==> config.mk <==
export PLATFORM = sky130hd
export DESIGN_NAME = hsm_ram
export DESIGN_NICKNAME = d
export VERILOG_FILES = /design/src/hw/rtl/horspool_string_matcher_assert.svh /design/src/hw/rtl/hsm_ram.sv
export SDC_FILE = /design/constraint.sdc
export NUM_CORES = 1
export LEC_CHECK = 0
export ABC_AREA = 1
export BUFFER_PORTS_ARGS = -buffer_cell sky130_fd_sc_hd__buf_2
export CAP_MARGIN = 20
export CORE_UTILIZATION = 33
export CTS_CLUSTER_SIZE = 14
export DETAILED_ROUTE_END_ITERATION = 7
export GPL_TIMING_DRIVEN = 0
export MAX_ROUTING_LAYER = met4
export PLACE_DENSITY = 0.49
export SYNTH_ARGS = -nofsm -noshare
export SYNTH_HDL_FRONTEND = slang
export SYNTH_SLANG_ARGS = --single-unit
==> constraint.sdc <==
create_clock -name i_clk -period 2.22 [get_ports i_clk]
set_clock_uncertainty 0.1 [all_clocks]
set_input_delay 0.666 -clock i_clk [delete_from_list [all_inputs] [get_ports i_clk]]
set_output_delay 0.666 -clock i_clk [all_outputs]
set_load 0.01 [all_outputs]
==> src/hw/rtl/horspool_string_matcher_assert.svh <==
// Assertion macros for the Horspool matcher.
// No dependencies; uses i_clk and i_rst_n of the including module.
`ifndef HORSPOOL_STRING_MATCHER_ASSERT_SVH
`define HORSPOOL_STRING_MATCHER_ASSERT_SVH

// Same-cycle implication, disabled while in reset.
`define HSM_ASSERT_IMPL(name, ante, cons, msg) \
    name: assert property (@(posedge i_clk) disable iff (!i_rst_n) (ante) |-> (cons)) \
        else $error(msg);

// Next-cycle implication, disabled while in reset.
`define HSM_ASSERT_NEXT(name, ante, cons, msg) \
    name: assert property (@(posedge i_clk) disable iff (!i_rst_n) (ante) |=> (cons)) \
        else $error(msg);

`endif

==> src/hw/rtl/hsm_ram.sv <==
// Generic single-write, single-read RAM with a registered read port.
// No dependencies.
`timescale 1ns / 1ps

module hsm_ram #(
    parameter int unsigned WIDTH = 8,
    parameter int unsigned DEPTH = 32
) (
    input  logic                     i_clk,
    input  logic                     i_we,
    input  logic [$clog2(DEPTH)-1:0] i_waddr,
    input  logic [WIDTH-1:0]         i_wdata,
    input  logic [$clog2(DEPTH)-1:0] i_raddr,
    output logic [WIDTH-1:0]         o_rdata
);

    logic [WIDTH-1:0] r_mem [DEPTH];

    always_ff @(posedge i_clk) begin
        if (i_we) begin
            r_mem[i_waddr] <= i_wdata;
        end
        o_rdata <= r_mem[i_raddr];
    end

endmodule

==> impl_metrics.py <==
metrics = {
    "floorplan": {
        "design.die.area_sq_um": 33400,
        "placementRows": 65,
        "io_pins": 28,
        "die_w_microns": 183,
        "core_area_sq_um": 31900,
        "die_h_microns": 183,
        "start_util_pct": 33.8,
    },
    "worst_setup_path": {
        "crit_start": "i_raddr[1]",
        "r2r_slack_ns": 0.84,
        "critical_path_class": "in -> reg",
        "path_buf_inv": 3,
        "crit_chain": "buf_2 -> inv_2 -> buf_1 -> nand3_1 -> nand3_1 -> nand2_1 -> nand2_1 -> nand2_1 -> nand2_1 -> nand2_1",
        "worst_path_largest_cell_delay_ns": 0.59,
        "regToRegStartpoint": "r_mem[5][5]$_DFFE_PP_",
        "cp.arrival_ns": 2.36,
        "crit_slowest_cell": "buf_1",
        "crit_path_end_kind": "flop",
        "cp-start-kind": "primary input",
        "cp_max_fo": 10,
        "crit_family": "buffers and inverters",
        "required_ns": 2.53,
        "cp_common_cell": "nand2_1",
    },
    "grt": {
        "grt_max_degree": 33,
        "overflow": 0,
        "grt_pass1_vias": 6555,
        "grt.total_usage_pct": 18.5,
        "grt_pass1_wl_mm": 43.6,
        "antenna_found_initial": 0,
    },
    "worst_hold_path": {
        "worstHoldPathType": "in -> reg",
        "hold_start": "i_raddr[4]",
    },
    "logic_synthesis": {
        "synthesis.nets": 942,
        "ys_seq_elements": 264,
        "syn-instance-count": 922,
        "yosysWarningCount": 0,
        "synth.cell_area_sq_um": 10800,
        "synth_cell_types": 12,
        "synth_seq_area_share_pct": 72.8,
        "syn_avg_cell_area_sq_um": 11.7,
    },
    "status": {
        "outcome": "completed",
    },
    "placement": {
        "port_buffers": 24,
        "dpl.hpwl_mm": 19.0,
        "place.gp.congestion": 0.876,
    },
    "power_and_ir_drop": {
        "p_per_area_nw_per_um2": 873,
        "leakage_nw": 4.52,
        "max-vdd-ir-drop_mv": 0.610,
    },
    "cts": {
        "cts_tree": "built",
        "cts_buffer_depth": 3,
        "htreeDepth": 1,
        "clk_pin_slew_ns": 0.06,
        "cts_made_buffers": 29,
        "cts_root_buffer": "clkbuf_16",
        "cts_resized": 0,
        "worst_skew_pair.late_latency_ns": 0.55,
        "cts_setup_buffers": 0,
        "cts_sinks": 264,
        "cts_hold_buf": 0,
    },
    "sta": {
        "finalSetupViolations": 0,
        "relSlewSlack_pct": 35.5,
        "maxSlewViolCount": 0,
        "max_freq_mhz": 487,
        "hold_violations": 0,
        "holdWs_ns": 0.464,
        "rsz0062_at_grt": "false",
        "setup_tns_ns": 0,
        "min_period_ns": 2.05,
        "fin_crit_sh_pct": 92.6,
        "worst_pin_slew_ns": 0.965,
    },
    "detailed_routing": {
        "drtAntennaViolNets": 0,
        "avgViaCountPerCell": 4.78,
        "drt_iter0_drc": 480,
        "drt-pass1-iter-count": 5,
        "vias": 6829,
        "drc": 0,
        "wl_mm": 29.4,
        "wire_per_inst_microns": 20.6,
    },
    "final_layout": {
        "layout_commonest_cell": "nand2_1",
        "nets": 997,
        "area_growth_pct": 14.1,
        "most-common-layout-cells": "nand2_1 (360), edfxtp_1 (256), nand3_1 (204), buf_2 (39), nor2_1 (32)",
        "drive_gt1_share_pct": 10.4,
        "antenna_cells": 0,
        "nFillCells": 3136,
    },
    "job": {
        "maxCapViolCount": 0,
    },
}
[layer usage]
layer | wire length, microns | share of wire, % | global-route usage (%)
met5 | 0 | 0 | -
met4 | 584 | 2.0 | 4.37
met3 | 1420 | 4.8 | 2.44
met2 | 13300 | 45 | 28.2
met1 | 14000 | 48 | 26.4
[cell families after synthesis]
group         synth area share (%)
simple gates                  23.1
flops                         72.8
buf+inv                       4.14
[cell type report]
type	count	area (sq um)	share of cell area, %
Inverter	10	37.5	0.305
Clock buffer	37	756	6.14
Buffer	52	409	3.32
Sequential cell	264	7850	63.8
Clock inverter	11	101	0.823
Tap cell	435	544	4.42
Multi-Input combinational cell	596	2490	20.2
Timing Repair Buffer	24	120	0.976
[Yosys cell counts]
master | n | share of area, %
nand2_1 | 360 | 13
edfxtp_1 | 256 | 71
nand3_1 | 204 | 9.5
nor2_1 | 32 | 1.1
buf_6 | 24 | 2.5
buf_2 | 15 | 0.70
dfxtp_1 | 8 | 1.5
inv_1 | 8 | 0.28
clkbuf_1 | 7 | 0.24
buf_4 | 4 | 0.28
buf_1 | 2 | 0.070
inv_2 | 2 | 0.070
[power by group]
part           switching (mW)  total, mW  internal (mW)  leakage (nW)
clock network            1.84       4.44           2.60         0.417
logic                   0.545      0.749          0.204          1.73
registers              0.0149       5.56           5.54          2.37
[flip-flops by register name (all words and copies together) (netlist names)]
signal and flops:
o_rdata 8, r_mem 256
[tightest hold or removal path: cells and delay by family]
family / cells / cell delay [ns]
buffers and inverters: 1 / 0.19
and+or+nand+nor: 2 / 0.18
[final timing paths]
path,cells after the start,end
min reg2reg,8,o_rdata[3]$_DFF_P_
max,10,o_rdata[7]$_DFF_P_
max reg2reg,8,o_rdata[5]$_DFF_P_
min,3,o_rdata[3]$_DFF_P_
[per-stage QoR]
step	cell area, sq um	setup WS [ns]	power [mW]	instances	util [%]
3_3_place_gp	11500	-0.388	6.41	1381	35.9
5_1_grt	12300	0.0778	11.1	1429	38.6
6_report	12300	0.165	10.7	1429	38.6
3_5_place_dp	11500	-0.388	6.41	1381	35.9
4_1_cts	12300	0.183	10.8	1429	38.6
2_1_floorplan	10800	0.420	6.07	922	-
(Power assumes the default switching activity.)
